File: src/sv/wfee_pkg.sv
// Shared types and constants for the wall-follow error estimator.
// No dependencies; used by the datapath, the top level and the checker.
package wfee_pkg;

  localparam int DIST_W = 16;
  localparam int RATE_W = 15;
  localparam int SRATE_W = 8;
  localparam int CFG_INDEX_W = 4;
  localparam int CFG_DATA_W = 16;

  // Configuration register indexes.
  localparam logic [CFG_INDEX_W-1:0] REG_WALL_THRESHOLD = 4'd0;
  localparam logic [CFG_INDEX_W-1:0] REG_RATE_LIMIT = 4'd1;
  localparam logic [CFG_INDEX_W-1:0] REG_TARGET_DISTANCE = 4'd2;
  localparam logic [CFG_INDEX_W-1:0] REG_SAMPLE_RATE = 4'd3;

  // Register values after reset.
  localparam logic [DIST_W-1:0] RST_WALL_THRESHOLD = 16'd300;
  localparam logic [RATE_W-1:0] RST_RATE_LIMIT = 15'd350;
  localparam logic [DIST_W-1:0] RST_TARGET_DISTANCE = 16'd140;
  localparam logic [SRATE_W-1:0] RST_SAMPLE_RATE = 8'd10;

  // Error source codes.
  localparam logic [1:0] SRC_BOTH = 2'd0;
  localparam logic [1:0] SRC_LEFT = 2'd1;
  localparam logic [1:0] SRC_RIGHT = 2'd2;
  localparam logic [1:0] SRC_NONE = 2'd3;

  // Wall flag bit positions.
  localparam int FLAG_LEFT = 0;
  localparam int FLAG_RIGHT = 1;
  localparam int FLAG_AHEAD = 2;

  typedef struct packed {
    logic [DIST_W-1:0] rear_left_range;
    logic [DIST_W-1:0] front_left_range;
    logic [DIST_W-1:0] rear_right_range;
    logic [DIST_W-1:0] front_right_range;
    logic [DIST_W-1:0] ahead_range;
  } in_t;

  typedef struct packed {
    logic [DIST_W-1:0]        left_distance;
    logic [DIST_W-1:0]        right_distance;
    logic [DIST_W-1:0]        ahead_distance;
    logic [2:0]               wall_flags;
    logic signed [DIST_W-1:0] distance_error;
    logic signed [DIST_W-1:0] derivative_error;
    logic [1:0]               error_source;
  } out_t;

  typedef struct packed {
    logic [DIST_W-1:0]  wall_threshold;
    logic [RATE_W-1:0]  rate_limit;
    logic [DIST_W-1:0]  target_distance;
    logic [SRATE_W-1:0] sample_rate;
  } cfg_t;

endpackage

File: src/sv/wall_follow_error_estimator.sv
// Wall-follow error estimator: frame register, datapath and result register.
// Depends on wfee_pkg and wfee_datapath.
//
// Usage:
//   in channel (in_valid/in_ready/in_data) takes one frame of five range
//   readings per request. out channel (out_valid/out_ready/out_data) returns
//   one result per frame, in order. cfg channel (cfg_valid/cfg_ready,
//   cfg_index, cfg_data) writes the four registers; cfg_ready is always
//   high and indexes beyond the list are ignored. Write registers only
//   while no frame is in flight.
//   A frame that is accepted is held in the frame register, and its result
//   is loaded into the output register once the output stage is free, which
//   raises out_valid. Throughput is one frame per cycle while the receiver
//   does not stall; the path between the registers holds two 16x8 multiplies
//   and compares. Reset clears both stages, the previous side means and loads
//   the register defaults. When the receiver stalls, the result holds in the
//   output register and one more frame can still be taken into the frame
//   register; in_ready then drops until the output drains.
module wall_follow_error_estimator (
  input  logic                             clk,
  input  logic                             rst,
  input  logic                             in_valid,
  output logic                             in_ready,
  input  wfee_pkg::in_t                    in_data,
  output logic                             out_valid,
  input  logic                             out_ready,
  output wfee_pkg::out_t                   out_data,
  input  logic                             cfg_valid,
  output logic                             cfg_ready,
  input  logic [wfee_pkg::CFG_INDEX_W-1:0] cfg_index,
  input  logic [wfee_pkg::CFG_DATA_W-1:0]  cfg_data
);
  import wfee_pkg::*;

  cfg_t              cfg;
  logic [DIST_W-1:0] prev_left_mean;
  logic [DIST_W-1:0] prev_right_mean;
  logic              frame_valid;
  in_t               frame;
  logic              result_valid;
  out_t              result;
  out_t              result_next;
  logic              result_free;
  logic              frame_move;

  // Handshake between the two stages.
  assign result_free = !result_valid || out_ready;
  assign frame_move  = frame_valid && result_free;
  assign in_ready    = !frame_valid || result_free;
  assign cfg_ready   = 1'b1;
  assign out_valid   = result_valid;
  assign out_data    = result;

  wfee_datapath u_datapath (
    .frame           (frame),
    .cfg             (cfg),
    .prev_left_mean  (prev_left_mean),
    .prev_right_mean (prev_right_mean),
    .result          (result_next)
  );

  // Control state, configuration registers and previous means.
  always_ff @(posedge clk) begin
    if (rst) begin
      frame_valid            <= 1'b0;
      result_valid           <= 1'b0;
      prev_left_mean         <= '0;
      prev_right_mean        <= '0;
      cfg.wall_threshold     <= RST_WALL_THRESHOLD;
      cfg.rate_limit         <= RST_RATE_LIMIT;
      cfg.target_distance    <= RST_TARGET_DISTANCE;
      cfg.sample_rate        <= RST_SAMPLE_RATE;
    end else begin
      if (cfg_valid && cfg_ready) begin
        case (cfg_index)
          REG_WALL_THRESHOLD:  cfg.wall_threshold  <= cfg_data;
          REG_RATE_LIMIT:      cfg.rate_limit      <= cfg_data[RATE_W-1:0];
          REG_TARGET_DISTANCE: cfg.target_distance <= cfg_data;
          REG_SAMPLE_RATE:     cfg.sample_rate     <= cfg_data[SRATE_W-1:0];
          default: ;
        endcase
      end
      if (in_valid && in_ready) begin
        frame_valid <= 1'b1;
      end else if (frame_move) begin
        frame_valid <= 1'b0;
      end
      if (frame_move) begin
        result_valid    <= 1'b1;
        prev_left_mean  <= result_next.left_distance;
        prev_right_mean <= result_next.right_distance;
      end else if (out_ready) begin
        result_valid <= 1'b0;
      end
    end
  end

  // Payload registers.
  always_ff @(posedge clk) begin
    if (in_valid && in_ready) begin
      frame <= in_data;
    end
    if (frame_move) begin
      result <= result_next;
    end
  end

endmodule

File: src/sv/wfee_datapath.sv
// Combinational error computation for one frame of range readings.
// Depends on wfee_pkg for the frame, result and configuration types.
module wfee_datapath (
  input  wfee_pkg::in_t                    frame,
  input  wfee_pkg::cfg_t                   cfg,
  input  logic [wfee_pkg::DIST_W-1:0]      prev_left_mean,
  input  logic [wfee_pkg::DIST_W-1:0]      prev_right_mean,
  output wfee_pkg::out_t                   result
);
  import wfee_pkg::*;

  logic [DIST_W:0]             left_sum;
  logic [DIST_W:0]             right_sum;
  logic [DIST_W-1:0]           left;
  logic [DIST_W-1:0]           right;
  logic [DIST_W-1:0]           diff_l;
  logic [DIST_W-1:0]           diff_r;
  logic [DIST_W+SRATE_W-1:0]   prod_l;
  logic [DIST_W+SRATE_W-1:0]   prod_r;
  logic [DIST_W-1:0]           dl;
  logic [DIST_W-1:0]           dr;
  logic [DIST_W-1:0]           adl;
  logic [DIST_W-1:0]           adr;
  logic [DIST_W-1:0]           rate_lim;
  logic [DIST_W-1:0]           thr;
  logic                        bad;
  logic                        left_ok;
  logic                        right_ok;

  // Side means from the 17-bit sums.
  assign left_sum  = {1'b0, frame.rear_left_range} + {1'b0, frame.front_left_range};
  assign right_sum = {1'b0, frame.rear_right_range} + {1'b0, frame.front_right_range};
  assign left      = left_sum[DIST_W:1];
  assign right     = right_sum[DIST_W:1];
  assign thr       = cfg.wall_threshold;

  // Scaled changes of the means, wrapped to 16 bits; the right one is negated.
  assign diff_l = left - prev_left_mean;
  assign diff_r = right - prev_right_mean;
  assign prod_l = diff_l * cfg.sample_rate;
  assign prod_r = diff_r * cfg.sample_rate;
  assign dl     = prod_l[DIST_W-1:0];
  assign dr     = DIST_W'(0) - prod_r[DIST_W-1:0];

  // Magnitudes; the most negative value maps to 32768, which fits unsigned.
  assign adl      = dl[DIST_W-1] ? (~dl + DIST_W'(1)) : dl;
  assign adr      = dr[DIST_W-1] ? (~dr + DIST_W'(1)) : dr;
  assign rate_lim = {1'b0, cfg.rate_limit};

  // Frame checks are strict: values equal to a limit neither fail nor qualify.
  assign bad = (adl > rate_lim) || (adr > rate_lim) ||
               (frame.rear_left_range > thr) || (frame.front_left_range > thr) ||
               (frame.rear_right_range > thr) || (frame.front_right_range > thr);
  assign left_ok  = (adl < rate_lim) && (frame.rear_left_range < thr) &&
                    (frame.front_left_range < thr);
  assign right_ok = (adr < rate_lim) && (frame.rear_right_range < thr) &&
                    (frame.front_right_range < thr);

  // Pick the error source and form both errors.
  always_comb begin
    result.left_distance              = left;
    result.right_distance             = right;
    result.ahead_distance             = frame.ahead_range;
    result.wall_flags[FLAG_LEFT]      = left < thr;
    result.wall_flags[FLAG_RIGHT]     = right < thr;
    result.wall_flags[FLAG_AHEAD]     = frame.ahead_range < thr;
    if (!bad) begin
      result.distance_error   = left - right;
      result.derivative_error = dl + dr;
      result.error_source     = SRC_BOTH;
    end else if (left_ok) begin
      result.distance_error   = left - cfg.target_distance;
      result.derivative_error = {dl[DIST_W-2:0], 1'b0};
      result.error_source     = SRC_LEFT;
    end else if (right_ok) begin
      result.distance_error   = cfg.target_distance - right;
      result.derivative_error = {dr[DIST_W-2:0], 1'b0};
      result.error_source     = SRC_RIGHT;
    end else begin
      result.distance_error   = '0;
      result.derivative_error = '0;
      result.error_source     = SRC_NONE;
    end
  end

endmodule

File: config.mk
export PLATFORM = sky130hd
export DESIGN_NAME = wall_follow_error_estimator
export DESIGN_NICKNAME = d
export VERILOG_FILES = /design/src/sv/wfee_pkg.sv /design/src/sv/wall_follow_error_estimator.sv /design/src/sv/wfee_datapath.sv
export SDC_FILE = /design/constraint.sdc
export NUM_CORES = 1
export LEC_CHECK = 0
export ABC_AREA = 1
export BUFFER_PORTS_ARGS = -buffer_cell sky130_fd_sc_hd__buf_2
export CORE_MARGIN = 10
export CORE_UTILIZATION = 67
export CTS_CLUSTER_SIZE = 10
export DETAILED_ROUTE_END_ITERATION = 8
export PLACE_DENSITY = 0.92
export SLEW_MARGIN = 20
export SYNTH_ARGS = -nofsm -noshare
export SYNTH_HDL_FRONTEND = slang
export SYNTH_SLANG_ARGS = --single-unit
File: constraint.sdc
create_clock -name clk -period 23.8 [get_ports clk]
set_input_delay 4.76 -clock clk [delete_from_list [all_inputs] [get_ports clk]]
set_output_delay 4.76 -clock clk [all_outputs]
set_load 0.01 [all_outputs]
==> metrics.md, run 1 <==
| Metric | Value |
|---|---|
| Worst setup SP type | flip-flop |
| Cell area after placement | 25,500 um^2 |
| Number of synthesized flops with an enable pin | 165 |
| Number of routed nets with antenna violations | 0 |
| Peak clock frequency supported by timing | 87.4 MHz |
| Length in cells of the worst reg-to-reg path | 53 |
| Cts bufs inserted | 30 |
| Floorplan die area | 43,900 um^2 |
| Syn-to-layout area delta | 9.62% |
| Multi-input logic area | approximately 15,000 um^2 |
| Summed negative setup slack over all endpoints | 0 ns |
| DRC violation count after routing | 0 |
| Share of layout cells above drive strength 1 | 0.0932 |
| Critical Setup Path Class | reg -> reg |
| Summed instance area of the synthesized netlist | 24,100 um^2 |
| Fill count | 2,648 |
| Final setup viols | 0 |
| Number of storage elements in the synthesis netlist | 254 |
| Max clock buf depth | 3 |
| Post-route clock skew | 0.0587 ns |
| Class of the worst hold path | reg -> reg |
| Startpoint of the most critical hold path | frame[0] |
| Avg Inst Size Synth | 8.08 um^2 |
| Later-pin clock latency in the skew report | 0.62 ns |
| Hold path depth | 0 |
| Gp weighted congestion | slightly below 1 |
| Timing startpoint of the critical path | frame[49] |
| Sequential cell area fraction in the yosys report | 0.280 |
| Number of antenna violations at the first check in global routing | 2 |
| Standard cell core area | between 30,000 and 40,000 um^2 |
| GR Overflow Total | 0 |
| Area fraction of the dominant cell type after synthesis | 0.206 |
| Warnings from Yosys | 0 |
| Dominant cell type by count on the critical path | sky130_fd_sc_hd__nand2_1 |
| Min setup slack post-route | ~12 ns |
| Family of cells with the greatest summed delay on the critical path | simple AND/OR/NAND/NOR gates |
| Area occupied by registers | 6740 um^2 |
| Height of the die | roughly 210 um |
| Global Route Usage Sum | 0.320 |
| Count of inserted antenna diode cells | 0 |
| Worst Max-Slew Pin Slew | approximately 1.1 ns |
| Outcome | completed |
| Detailed placement HPWL | 56,000 um |
| Endpoint arrival time on the critical path | about 12 ns |
| Setup bufs post-CTS | 0 |
| Relative slew slack | 0.283 |
| Register-to-register setup slack | 12.35 ns |
| Slowest stage delay, CP | roughly 0.83 ns |
| Cell taking the most area after synthesis | sky130_fd_sc_hd__edfxtp_1 |
| Cell with the largest stage delay on the worst path | sky130_fd_sc_hd__nand4_2 |
| Post-CTS sizing | 0 |
| Worst flop-to-flop path endpoint | out_data[0] |
| Average wire length per cell after detail routing | 19.6 um |
| Io pins | around 190 |
| RSZ-0062 raised after global routing | no |
| Global-route wire length before repair | between 100,000 and 150,000 um |
| Number of H-tree levels | 1 |
| Initial Utilization | 0.679 |
| Max-capacitance violation count | 0 |
| Cells taking the most area after synthesis | sky130_fd_sc_hd__edfxtp_1 21%, sky130_fd_sc_hd__ha_1 17%, sky130_fd_sc_hd__fa_1 11% |
| Synthesized netlist cell count | 2,982 |
| Final Instance Area | approximately 26,000 um^2 |
| Final hold vios | 0 |
| Top cells by instance count after synthesis | 529 x sky130_fd_sc_hd__nand2_1, 517 x sky130_fd_sc_hd__inv_1, 322 x sky130_fd_sc_hd__ha_1 |
| CTS hold repair buffers | 0 |
| Total via count in the routed design | about 21,000 |
| Most frequent cell after synthesis | sky130_fd_sc_hd__nand2_1 |
| Number of buffer cells added on primary ports | 191 |
| TritonCTS clock tree | done |
| Starting DRT DRC Count | around 1,800 |
| Detailed Route WL | 71,600 um |
| Max Transition Viols Final | 0 |
| Number of clock sinks seen by CTS | 254 |
| Count of cell types in the netlist | 54 |
| Pre-antenna DRT Iters | 9 |
| Average vias per placed instance | between 5 and 6 |
| Final worst-path cycle share | 0.481 |
| Worst Path Buf+Inv | 11 |
| Required time of the critical path | ~24 ns |
| Capture endpoint of the worst hold path | out_data[37] |
| Peak fanout along the critical path | 33 |
| Reg-to-reg critical path startpoint | frame[49] |
| Ys async rst share | 0 |
| Pin count of the biggest net entering global routing | 81 |
| Placed cell count | 3,590 |
| Clock-pin slew reported for the worst setup and hold paths after clock tree synthesis | 0.06 ns |
| Post-Layout Cell Count | ~3,600 |
| Row count | 69 |
| Final critical-path required period | roughly 11 ns |
| Critical Path Sink Type | flip-flop |
| Vias in the first global route | around 22,000 |
| Die W | between 200 and 250 um |
| Root buf cell | sky130_fd_sc_hd__clkbuf_16 |
| Predominant post-synthesis flop cell | sky130_fd_sc_hd__edfxtp_1 |
| Post-Place Worst Slack | 12.58 ns |
| Number of nets in the finished design | 3,716 |
| Post-synthesis net count | 3,537 |
==> logic make-up after synthesis <==
group                      synth area share
buffers and inverters                0.0960
and+or+nand+nor                       0.185
adders and majority gates             0.274
other                              0.000156
xor gates and xnor gates             0.0555
DFF                                   0.280
AOI/OAI and AO/OA                     0.109
==> per-stage QoR <==
step / hold slack [ns] / utilization
after floorplan: 0.421 / -
after global placement: 0.428 / 0.718
after detailed placement: 0.428 / 0.718
after CTS: 0.441 / 0.744
after global routing: 0.459 / 0.744
final: 0.440 / 0.744
==> routing by layer <==
layer | GRT usage | vias up | wire [um]
met5 | 0 | - | 22
met4 | 0.195 | 4 | 4920
met3 | 0.0493 | 240 | 5970
met2 | 0.537 | 1030 | 33500
met1 | 0.381 | 10000 | 27200
li1 | - | 10200 | -
==> worst max-delay path by stage <==
| stage | cells past startpoint | end | slack (ns) |
|---|---|---|---|
| final | 53 | out_data[0] | 12.35 |
| after global routing | 53 | out_data[20] | 11.40 |
| after CTS | 53 | out_data[0] | 12.48 |
| after detailed placement | 52 | out_data[2] | 12.58 |
| after global placement | 52 | out_data[2] | 12.81 |
| after floorplan | 2 | in_ready | 14.10 |
==> cell usage in the layout (no fill, tap or decap), types with 11 or more instances in the layout <==
| master | n |
|---|---|
| sky130_fd_sc_hd__dfxtp_1 | 89 |
| sky130_fd_sc_hd__nor3_1 | 28 |
| sky130_fd_sc_hd__inv_1 | 515 |
| sky130_fd_sc_hd__clkbuf_1 | 21 |
| sky130_fd_sc_hd__o21bai_1 | 11 |
| sky130_fd_sc_hd__inv_2 | 11 |
| sky130_fd_sc_hd__fa_1 | 128 |
| sky130_fd_sc_hd__nand4_1 | 64 |
| sky130_fd_sc_hd__nand2_1 | 529 |
| sky130_fd_sc_hd__nand3_1 | 136 |
| sky130_fd_sc_hd__edfxtp_1 | 165 |
| sky130_fd_sc_hd__ha_1 | 322 |
| sky130_fd_sc_hd__o21ai_0 | 126 |
| sky130_fd_sc_hd__xnor2_1 | 31 |
| sky130_fd_sc_hd__a21oi_1 | 256 |
| sky130_fd_sc_hd__buf_4 | 26 |
| sky130_fd_sc_hd__buf_2 | 191 |
| sky130_fd_sc_hd__clkbuf_16 | 30 |
| sky130_fd_sc_hd__a21o_1 | 17 |
| sky130_fd_sc_hd__xor2_1 | 119 |
| sky130_fd_sc_hd__nor2_1 | 250 |
==> area by class of cell <==
type	count	share of cell area
clock buffers	54	0.0330
repair buffers	217	0.0436
inverters	530	0.0755
well taps	461	0.0219
clock inverters	2	0.00133
flip-flops and latches	254	0.255
multi-input cells	2128	0.570
==> registers in the layout, summed over array words and instances (netlist names) <==
name             count
out_data            85
out_valid            1
prev_right_mean     16
frame_valid          1
cfg                 55
prev_left_mean      16
frame               80
==> worst register-to-register path, delay by kind of cell (launching register included) <==
family / cells / cell delay, ns
AOI/OAI and AO/OA: 9 / 1.77
and+or+nand+nor: 22 / 4.06
DFF: 1 / 0.45
xor gates and xnor gates: 3 / 0.80
adders and majority gates: 8 / 3.27
buffers and inverters: 11 / 0.91
Power of run 1 is not shown: default switching activity piles up to over one toggle a cycle in this logic, so the estimate is an artifact.
==> run 2: changes to the inputs <==
--- a/config.mk
+++ b/config.mk
@@ -8,10 +8,10 @@
 export ABC_AREA = 1
 export BUFFER_PORTS_ARGS = -buffer_cell sky130_fd_sc_hd__buf_2
 export CORE_MARGIN = 10
-export CORE_UTILIZATION = 67
+export CORE_UTILIZATION = 56
 export CTS_CLUSTER_SIZE = 10
 export DETAILED_ROUTE_END_ITERATION = 8
-export PLACE_DENSITY = 0.92
+export PLACE_DENSITY = 0.82
 export SLEW_MARGIN = 20
 export SYNTH_ARGS = -nofsm -noshare
 export SYNTH_HDL_FRONTEND = slang
==> constraint.sdc (replaced) <==
create_clock -name clk -period 9.8 [get_ports clk]
set_input_delay 1.96 -clock clk [delete_from_list [all_inputs] [get_ports clk]]
set_output_delay 1.96 -clock clk [all_outputs]
set_load 0.01 [all_outputs]
==> run 2 against run 1 <==
Against the previous run:
- core utilization down 10 points
- global-route usage fell by 3.5 points
- fmax increased by 22%
- wire length grew 4.3%
- clock-buffer cell count down 2
- worst hold slack better by 0.011 ns
- critical path depth decreased by 11
- largest cell class unchanged
==> metrics.md, run 2 (same netlist as run 1, synthesis figures left out) <==
| Metric | Value |
|---|---|
| Outcome | completed |
| Vias in the first global route | 21,300 |
| Pin count of the biggest net entering global routing | 81 |
| Number of antenna violations at the first check in global routing | 1 |
| Cell with the largest stage delay on the worst path | sky130_fd_sc_hd__fa_1 |
| Initial Utilization | 0.570 |
| Final Instance Area | 27,100 um^2 |
| Critical Setup Path Class | reg -> reg |
| Class of the worst hold path | reg -> reg |
| GR Overflow Total | 0 |
| WHS | 0.452 ns |
| Post-Place Worst Slack | 0.0535 ns |
| Final worst-path cycle share | 0.957 |
| Standard cell core area | 42,200 um^2 |
| Leading cell type in the layout, fill and taps excluded | sky130_fd_sc_hd__nand2_1 |
| Max Transition Viols Final | 0 |
| Final critical-path required period | between 9 and 10 ns |
| Average vias per placed instance | 5.69 |
| Hold path depth | 0 |
| Gp weighted congestion | 1.01 |
| Die W | around 230 um |
| Number of buffer cells added on primary ports | 191 |
| Peak clock frequency supported by timing | 107 MHz |
| Detailed placement HPWL | 59,500 um |
| Worst setup SP type | flip-flop |
| DRC violation count after routing | 0 |
| Post-route clock skew | 0.0465 ns |
| Worst Path Buf+Inv | 10 |
| CTS hold repair buffers | 0 |
| Worst Max-Slew Pin Slew | 1.03 ns |
| Endpoint arrival time on the critical path | 9.72 ns |
| Stages on worst setup path | 42 |
| Post-Layout Cell Count | 3,769 |
| Pre-antenna DRT Iters | 6 |
| Peak fanout along the critical path | 16 |
| Relative slew slack | 0.313 |
| Number of routed nets with antenna violations | 0 |
| Flip-flop count of the largest register after layout | 85 |
| Length in cells of the worst reg-to-reg path | 42 |
| Floorplan die area | 51,700 um^2 |
| Number of nets in the finished design | 3,760 |
| Final setup viols | 0 |
| Global-route wire length before repair | 115,000 um |
| Number of H-tree levels | 1 |
| Most frequent cells in the layout | 525 x sky130_fd_sc_hd__nand2_1, 513 x sky130_fd_sc_hd__inv_1, 318 x sky130_fd_sc_hd__ha_1 |
| Height of the die | roughly 230 um |
| Cell area after placement | 25,800 um^2 |
| Number of clock sinks seen by CTS | 254 |
| Required time of the critical path | 10.14 ns |
| Dominant cell type by count on the critical path | sky130_fd_sc_hd__nand2_1 |
| Average wire length per cell after detail routing | 19.8 um |
| Row count | 75 |
| Max clock buf depth | 3 |
| Later-pin clock latency in the skew report | 0.60 ns |
| Max-capacitance violation count | 0 |
| Critical Path Sink Type | flip-flop |
| Global Route Usage Sum | 0.286 |
| Final hold vios | 0 |
| Placed cell count | 3,702 |
| Register-to-register setup slack | 0.42 ns |
| Share of layout cells above drive strength 1 | 0.117 |
| Slowest stage delay, CP | about 0.77 ns |
| Starting DRT DRC Count | 1,704 |
| TritonCTS clock tree | done |
| Syn-to-layout area delta | 12.3% |
| Family of cells with the greatest summed delay on the critical path | adder cells |
| Root buf cell | sky130_fd_sc_hd__clkbuf_16 |
| Cts bufs inserted | 31 |
| Min setup slack post-route | 0.420 ns |
| Detailed Route WL | 74,700 um |
| Clock-pin slew reported for the worst setup and hold paths after clock tree synthesis | 0.05 ns |
| Io pins | between 150 and 200 |
| Total via count in the routed design | 21,400 |
-- run 2: worst paths after layout --
path                                start           end
worst max register to register  frame[49]   out_data[6]
worst max-delay path            frame[49]   out_data[6]
worst min register to register   frame[7]  out_data[44]
worst min-delay path             frame[7]  out_data[44]
-- run 2: cell type report --
type | instances | area, um^2
fillers | 3548 | 15200
repair buffers | 259 | 1480
clock inverters | 5 | 30.0
inverters | 530 | 1990
multi-input cells | 2129 | 15200
well taps | 539 | 674
clock buffers | 52 | 906
flip-flops and latches | 254 | 6740
diodes | 1 | 2.50
-- run 2: what timing repair did --
item / CTS / global route
resized for setup: 0 / 46
setup buffers: 0 / 8
setup endpoints to repair: 0 / 34
-- run 2: per-stage QoR --
| stage | util | setup TNS [ns] |
|---|---|---|
| global placement | 0.612 | 0 |
| detailed placement | 0.612 | 0 |
| CTS | 0.634 | 0 |
| finish | 0.641 | 0 |
| global route | 0.641 | -0.201 |
| floorplan | - | 0 |
-- run 2: metal layers --
| layer | routed length (um) | vias to the layer above | track usage |
|---|---|---|---|
| li1 | - | 10200 | - |
| met1 | 29400 | 10100 | 0.343 |
| met2 | 35400 | 910 | 0.484 |
| met3 | 5760 | 209 | 0.0512 |
| met4 | 4090 | 2 | 0.145 |
| met5 | 13 | - | 0 |
Power of run 2 is left out for the same reason.
